[src/rtl/core/esctp_pkg.sv]
// Shared types, constants and character helpers for the ESC telemetry text parser.
package esctp_pkg;

    // Default depth of the received byte history
    localparam int HISTORY_LEN_DEF = 10;

    // Widths of the result fields
    localparam int KIND_W  = 3;
    localparam int VALUE_W = 16;

    // Message kinds, in header priority order
    typedef enum logic [KIND_W-1:0] {
        KIND_SPEED       = 3'd0,
        KIND_MOSFET_TEMP = 3'd1,
        KIND_MOTOR_TEMP  = 3'd2,
        KIND_CURRENT     = 3'd3,
        KIND_VOLTAGE     = 3'd4,
        KIND_NONE        = 3'd5
    } t_msg_kind;

    // ASCII characters used by the framing
    localparam logic [7:0] CH_SPACE  = 8'h20;
    localparam logic [7:0] CH_PERIOD = 8'h2E;
    localparam logic [7:0] CH_COLON  = 8'h3A;
    localparam logic [7:0] CH_0      = 8'h30;
    localparam logic [7:0] CH_9      = 8'h39;
    localparam logic [7:0] CH_A      = 8'h41;
    localparam logic [7:0] CH_F      = 8'h46;
    localparam logic [7:0] CH_C      = 8'h43;
    localparam logic [7:0] CH_D      = 8'h44;
    localparam logic [7:0] CH_I      = 8'h49;
    localparam logic [7:0] CH_L      = 8'h4C;
    localparam logic [7:0] CH_M      = 8'h4D;
    localparam logic [7:0] CH_O      = 8'h4F;
    localparam logic [7:0] CH_P      = 8'h50;
    localparam logic [7:0] CH_R      = 8'h52;
    localparam logic [7:0] CH_S      = 8'h53;
    localparam logic [7:0] CH_T      = 8'h54;
    localparam logic [7:0] CH_U      = 8'h55;
    localparam logic [7:0] CH_V      = 8'h56;

    // Uppercase hex digit check
    function automatic logic is_hex_digit(input logic [7:0] c);
        return ((c >= CH_0) && (c <= CH_9)) || ((c >= CH_A) && (c <= CH_F));
    endfunction

    // Nibble value of a valid uppercase hex digit
    function automatic logic [3:0] hex_nibble(input logic [7:0] c);
        logic [7:0] d;
        if (c <= CH_9) begin
            d = c - CH_0;
        end else begin
            d = c - CH_A + 8'd10;
        end
        return d[3:0];
    endfunction

endpackage

[src/rtl/core/esc_telemetry_text_parser.sv]
// Top level of the ESC telemetry text parser: byte history, header match and readings.
//
// Usage:
//   Input channel: one received UART character per item on i_rx_byte, offered
//   with i_valid and held off by o_stall. Output channel: one result item per
//   input item on o_msg_kind, o_msg_value and the five reading ports, offered
//   with o_valid and held off by i_stall.
//   Each byte shifts into a history of the last HISTORY_LEN bytes. On a space,
//   the bytes before it are matched against SPD:, TMOS:, TMOT:, CURI: and
//   VOLT: (first match wins) followed by four uppercase hex digits; a match
//   updates that reading. Current and voltage are raw counts of 0.01 units.
//   Latency: the result of a byte is shown the cycle after it is accepted.
//   Throughput: one byte per cycle while o_stall is low; the parallel compares
//   and the single result register set this figure, and a new byte is taken
//   while the last result is being taken by the receiver.
//   Stall: while a result waits under i_stall, o_stall is raised and the
//   result and readings hold.
//   Reset (synchronous, active low): the history fills with '.' characters,
//   all readings clear to zero and no result is offered.
module esc_telemetry_text_parser #(
    parameter int HISTORY_LEN = esctp_pkg::HISTORY_LEN_DEF
) (
    input  logic        i_clk,
    input  logic        i_rst_n,
    // input channel
    input  logic        i_valid,
    output logic        o_stall,
    input  logic [7:0]  i_rx_byte,
    // output channel
    output logic        o_valid,
    input  logic        i_stall,
    output logic [esctp_pkg::KIND_W-1:0]  o_msg_kind,
    output logic [esctp_pkg::VALUE_W-1:0] o_msg_value,
    output logic [esctp_pkg::VALUE_W-1:0] o_speed_reading,
    output logic [esctp_pkg::VALUE_W-1:0] o_mosfet_temp_reading,
    output logic [esctp_pkg::VALUE_W-1:0] o_motor_temp_reading,
    output logic [esctp_pkg::VALUE_W-1:0] o_current_reading,
    output logic [esctp_pkg::VALUE_W-1:0] o_voltage_reading
);

    // Positions in the history before the shift; newest byte at HISTORY_LEN-1.
    // After the shift the space sits at the end, the digits just before it.
    localparam int DIG0 = HISTORY_LEN - 4;  // most significant digit
    localparam int SPD0 = HISTORY_LEN - 8;  // 'S' of SPD:
    localparam int HDR0 = HISTORY_LEN - 9;  // first char of five-byte headers

    logic [7:0] r_hist [HISTORY_LEN];

    logic [esctp_pkg::VALUE_W-1:0] r_speed, r_mosfet, r_motor, r_current, r_voltage;

    logic                          r_out_valid;
    esctp_pkg::t_msg_kind          r_kind;
    logic [esctp_pkg::VALUE_W-1:0] r_value;

    logic                          accept;
    logic                          digits_ok;
    logic                          m_spd, m_tmos, m_tmot, m_curi, m_volt;
    esctp_pkg::t_msg_kind          n_kind;
    logic [esctp_pkg::VALUE_W-1:0] dec_value;
    logic [esctp_pkg::VALUE_W-1:0] n_value;

    // Handshake
    assign o_stall = r_out_valid & i_stall;
    assign accept  = i_valid & ~o_stall;

    // Digit check and decode on the four bytes before the space
    always_comb begin
        digits_ok = 1'b1;
        dec_value = '0;
        for (int k = 0; k < 4; k++) begin
            digits_ok = digits_ok & esctp_pkg::is_hex_digit(r_hist[DIG0 + k]);
            dec_value = {dec_value[esctp_pkg::VALUE_W-5:0],
                         esctp_pkg::hex_nibble(r_hist[DIG0 + k])};
        end
    end

    // Header compares at fixed positions
    assign m_spd  = (r_hist[SPD0]     == esctp_pkg::CH_S) &&
                    (r_hist[SPD0 + 1] == esctp_pkg::CH_P) &&
                    (r_hist[SPD0 + 2] == esctp_pkg::CH_D) &&
                    (r_hist[SPD0 + 3] == esctp_pkg::CH_COLON);
    assign m_tmos = (r_hist[HDR0]     == esctp_pkg::CH_T) &&
                    (r_hist[HDR0 + 1] == esctp_pkg::CH_M) &&
                    (r_hist[HDR0 + 2] == esctp_pkg::CH_O) &&
                    (r_hist[HDR0 + 3] == esctp_pkg::CH_S) &&
                    (r_hist[HDR0 + 4] == esctp_pkg::CH_COLON);
    assign m_tmot = (r_hist[HDR0]     == esctp_pkg::CH_T) &&
                    (r_hist[HDR0 + 1] == esctp_pkg::CH_M) &&
                    (r_hist[HDR0 + 2] == esctp_pkg::CH_O) &&
                    (r_hist[HDR0 + 3] == esctp_pkg::CH_T) &&
                    (r_hist[HDR0 + 4] == esctp_pkg::CH_COLON);
    assign m_curi = (r_hist[HDR0]     == esctp_pkg::CH_C) &&
                    (r_hist[HDR0 + 1] == esctp_pkg::CH_U) &&
                    (r_hist[HDR0 + 2] == esctp_pkg::CH_R) &&
                    (r_hist[HDR0 + 3] == esctp_pkg::CH_I) &&
                    (r_hist[HDR0 + 4] == esctp_pkg::CH_COLON);
    assign m_volt = (r_hist[HDR0]     == esctp_pkg::CH_V) &&
                    (r_hist[HDR0 + 1] == esctp_pkg::CH_O) &&
                    (r_hist[HDR0 + 2] == esctp_pkg::CH_L) &&
                    (r_hist[HDR0 + 3] == esctp_pkg::CH_T) &&
                    (r_hist[HDR0 + 4] == esctp_pkg::CH_COLON);

    // Message kind, first header in priority order wins
    always_comb begin
        n_kind = esctp_pkg::KIND_NONE;
        if ((i_rx_byte == esctp_pkg::CH_SPACE) && digits_ok) begin
            priority if (m_spd)  n_kind = esctp_pkg::KIND_SPEED;
            else if (m_tmos)     n_kind = esctp_pkg::KIND_MOSFET_TEMP;
            else if (m_tmot)     n_kind = esctp_pkg::KIND_MOTOR_TEMP;
            else if (m_curi)     n_kind = esctp_pkg::KIND_CURRENT;
            else if (m_volt)     n_kind = esctp_pkg::KIND_VOLTAGE;
            else                 n_kind = esctp_pkg::KIND_NONE;
        end
        n_value = (n_kind == esctp_pkg::KIND_NONE) ? '0 : dec_value;
    end

    // Byte history shift
    always_ff @(posedge i_clk) begin
        if (!i_rst_n) begin
            for (int k = 0; k < HISTORY_LEN; k++) begin
                r_hist[k] <= esctp_pkg::CH_PERIOD;
            end
        end else if (accept) begin
            for (int k = 0; k < HISTORY_LEN - 1; k++) begin
                r_hist[k] <= r_hist[k + 1];
            end
            r_hist[HISTORY_LEN - 1] <= i_rx_byte;
        end
    end

    // Reading stores
    always_ff @(posedge i_clk) begin
        if (!i_rst_n) begin
            r_speed   <= '0;
            r_mosfet  <= '0;
            r_motor   <= '0;
            r_current <= '0;
            r_voltage <= '0;
        end else if (accept) begin
            unique case (n_kind)
                esctp_pkg::KIND_SPEED:       r_speed   <= dec_value;
                esctp_pkg::KIND_MOSFET_TEMP: r_mosfet  <= dec_value;
                esctp_pkg::KIND_MOTOR_TEMP:  r_motor   <= dec_value;
                esctp_pkg::KIND_CURRENT:     r_current <= dec_value;
                esctp_pkg::KIND_VOLTAGE:     r_voltage <= dec_value;
                default: ;
            endcase
        end
    end

    // Result register: valid flag
    always_ff @(posedge i_clk) begin
        if (!i_rst_n) begin
            r_out_valid <= 1'b0;
        end else if (accept) begin
            r_out_valid <= 1'b1;
        end else if (!i_stall) begin
            r_out_valid <= 1'b0;
        end
    end

    // Result register: payload
    always_ff @(posedge i_clk) begin
        if (accept) begin
            r_kind  <= n_kind;
            r_value <= n_value;
        end
    end

    // Outputs; stores only move on accept, so they match the item shown
    assign o_valid               = r_out_valid;
    assign o_msg_kind            = r_kind;
    assign o_msg_value           = r_value;
    assign o_speed_reading       = r_speed;
    assign o_mosfet_temp_reading = r_mosfet;
    assign o_motor_temp_reading  = r_motor;
    assign o_current_reading     = r_current;
    assign o_voltage_reading     = r_voltage;

endmodule
[config.mk]
export PLATFORM = sky130hd
export DESIGN_NAME = esc_telemetry_text_parser
export DESIGN_NICKNAME = d
export VERILOG_FILES = /design/src/rtl/core/esctp_pkg.sv /design/src/rtl/core/esc_telemetry_text_parser.sv
export SDC_FILE = /design/constraint.sdc
export NUM_CORES = 1
export LEC_CHECK = 0
export BUFFER_PORTS_ARGS = -buffer_cell sky130_fd_sc_hd__buf_2
export CORE_UTILIZATION = 54
export CTS_BUF_LIST = sky130_fd_sc_hd__clkbuf_16
export CTS_CLUSTER_DIAMETER = 40
export DETAILED_ROUTE_END_ITERATION = 10
export GPL_TIMING_DRIVEN = 0
export PLACE_DENSITY = 0.81
export SYNTH_ARGS = -nofsm -noshare
export SYNTH_HDL_FRONTEND = slang
export SYNTH_SLANG_ARGS = --single-unit
[constraint.sdc]
create_clock -name i_clk -period 3.18 [get_ports i_clk]
set_input_delay 0.318 -clock i_clk [delete_from_list [all_inputs] [get_ports i_clk]]
set_output_delay 0.318 -clock i_clk [all_outputs]
set_load 0.02 [all_outputs]
==> summary.txt <==
Route
  • Via density: 5.72
  • Routed Antenna Nets: 0
  • Via count: 5380
  • Routed WL: 17800 um
  • Total iterations of the first detailed-routing run: 5
  • Routed wire length per instance: 18.9 um
  • Final routed DRC violation total: 0
  • Initial drt markers: 559

Cells and area
  • Fill cell count: 1001
  • Ratio of cells with drive above 1 in the final layout: 21.5%
  • Ant diodes: 0
  • Final instance area: 8790 um2
  • Fin nets: 779
  • Multi-input logic area: 2920 um2
  • Core Util, Final: 65.9%
  • Area growth, synth to finish: 18.4%
  • Layout Cells excl Fill: 940
  • Register Area: 4350 um2

Synthesis
  • Yosys cell types: 53
  • Top cells by area, synth: edfxtp_1 37%, dfxtp_1 22%, mux2i_1 11%
  • Sequential area share after synthesis: 58.6%
  • Mapped Area: 7430 um2
  • Post-synth net total: 648
  • Synth Flop Type: edfxtp_1
  • Async set-reset flop share out of synthesis: 0%
  • Yosys top cell by area: edfxtp_1
  • Yosys top cell area share: 36.8%
  • Synthesized area per cell: 12.0 um2
  • Mapped Cells: 620
  • Synth Warn #: 0
  • Post-synth EDFFs: 91
  • Synth Register Bits: 172

Critical path
  • Critical Path AT: 3.27 ns
  • CP Max Fanout: 10
  • WS Path Type: reg -> reg
  • Crit start category: flip-flop
  • Crit path required time: 3.48 ns
  • Worst path slowest cell: nor4_4
  • Critical-path cell list: or4b_1 > a311oi_1 > o22ai_1 > nor4_4 > nand2_2 > buf_6 > mux2i_1
  • Critical path's largest stage delay: 0.60 ns
  • Critical Path Sink Type: flip-flop

Min path
  • Hold crit path type: in -> reg

STA
  • Min Tclk post-route: 2.97 ns
  • Setup violators final: 0
  • Hold slack: 0.123 ns
  • Max Fclk: 336 MHz
  • Clock Skew: 0.00905 ns
  • Slew at the pin closest to its max-slew limit: 0.981 ns
  • Worst setup margin: 0.206 ns
  • Setup TNS: 0 ns
  • RSZ-0062 raised after global routing: no
  • Final Hold Vio Count: 0
  • Fin. max-slew vios: 0
  • Slew HR: 34.6%
  • Tcrit/Tclk final: 93.5%

Global route
  • Antenna violations before repair: 0
  • Total GRT Usage: 25.8%
  • First-pass GRT wire length: 27800 um
  • Largest net degree at the start of global routing: 73
  • Vias in the first global route: 5322
  • GR Overflow Total: 0

Flow run
  • Max Cap Violations: 0

Clocking
  • CTS Buffer Depth: 2
  • # clock sinks: 172
  • CTS H-tree lvls: 4
  • Total CTS buffers: 17
  • TritonCTS clock tree: yes
  • Cts hold-fix bufs: 0
  • Setup bufs post-CTS: 0
  • Clock root buffer: clkbuf_16
  • Clock transition at path regs: 0.06 ns
  • Skew-Pair Late Insertion Delay: 0.43 ns

Floorplan
  • Row count: 42
  • Chip width: 119 um
  • Core area: 13300 um2
  • Starting density of the core: 55.7%
  • I/O Pins: 113
  • DIE AREA: 14200 um2
  • Vert. Die Dim: 119 um

Placed design
  • Post-Place Cell Area: 8220 um2
  • Port Buffers: 112
  • Gpl congestion: 0.923
  • Hpwl dp: 12800 um
  • Place WS: -0.0511 ns
  • Dpl cells: 908

Power
  • Maximum vdd drop: 0.391 mV
  • Pleak: 4.13 nW
  • Total Power: 4.69 mW
  • Power Dens Cells: 533 nW/um2

Outcome
  • Status: completed
-- worst max-delay path: cells and delay by family (launching register included) --
family / cells / cell delay [ns]
multiplexers: 1 / 0.12
AO/OA/AOI/OAI: 2 / 0.55
flip-flops: 1 / 0.46
buffers and inverters: 1 / 0.25
AND/OR/NAND/NOR: 3 / 1.45
-- layout by cell type (no fill, tap or decap), types with 6 or more instances in the layout --
master     netlist  routed
edfxtp_1        91      91
nand2_1        109     108
xnor2_1          8       8
nand2b_1        39      39
and2_1           6       6
clkbuf_16        0      20
ha_1            16      16
a211oi_1         6       6
and3_1          35      35
inv_1           10      13
nor4_1           7       7
mux2i_1         80      80
clkbuf_1        21      20
buf_2            1     113
nor2_1           9       9
nor2b_1         14      14
dfxtp_1         81      81
-- power by group --
part	switching [mW]	internal, mW
registers	0.0382	2.39
clock network	0.852	1.13
logic	0.202	0.0794
-- metal layers --
metal,up-vias,track usage (%),wire length (um)
met2,207,41.9,8620
li1,2490,-,-
met1,2649,33.6,7500
met5,-,0,0
met4,0,10.0,462
met3,34,5.94,1180
-- worst paths after layout --
kind | start | slack [ns] | endpoint | cells after the start
hold reg to reg | o_current_reading[5]$_SDFFE_PN0P_ | 0.46 | o_current_reading[5]$_SDFFE_PN0P_ | 2
hold / removal | i_valid | 0.12 | o_valid$_SDFFE_PN0P_ | 2
setup / recovery | r_hist[7][3]$_SDFFCE_PN1P_ | 0.21 | o_current_reading[6]$_SDFFE_PN0P_ | 7
setup reg to reg | r_hist[7][3]$_SDFFCE_PN1P_ | 0.21 | o_current_reading[6]$_SDFFE_PN0P_ | 7
-- logic make-up (layout without fill, tap and decap cells) --
family	Yosys count	after routing	synth area share, %
compound gates	35	35	3.72
buf+inv	37	181	2.34
flops	172	172	58.6
xor+xnor	12	12	1.41
fa+ha+maj	16	16	2.69
simple gates	264	264	19.8
mux	84	84	11.4
-- Yosys cell counts, drive strengths merged (3+ instances only) --
cell type,instances
o211a,4
nand4b,3
or4b,6
ha,16
nor3b,3
nand2b,39
or4,3
inv,10
nand4,4
a211oi,6
xor2,4
and3,35
nor4,8
o21ai,3
mux2,4
nand3,4
nor3,4
o2111ai,3
or4bb,3
nor2,9
clkbuf,21
o21bai,4
a31oi,3
dfxtp,81
and2,6
edfxtp,91
nor2b,14
nand2,112
nor4bb,3
nor4b,4
mux2i,80
xnor2,8
a311oi,5
buf,6
-- what timing repair did --
| item | CTS | global route |
|---|---|---|
| pin swaps | 0 | 1 |
| resized for setup | 1 | 2 |
| hold endpoints to repair | 0 | 0 |
| endpoints found under the setup margin | 2 | 33 |
-- sequential cells by signal (all words and copies together) (netlist names), 3 cells and up --
register,cells
o_msg_value,16
r_hist,72
o_msg_kind,3
o_current_reading,16
o_motor_temp_reading,16
o_speed_reading,16
o_mosfet_temp_reading,16
o_voltage_reading,16
-- layout make-up --
| cell class | instances | area share [%] |
|---|---|---|
| plain buffers | 27 | 1.56 |
| clock buffers | 20 | 5.69 |
| clock inverters | 12 | 0.726 |
| inverters | 10 | 0.427 |
| multi-input cells | 411 | 33.2 |
| flip-flops and latches | 172 | 49.5 |
| well taps | 176 | 2.50 |
| repair buffers | 112 | 6.37 |
Note: power is estimated with default switching activity, not from simulation.
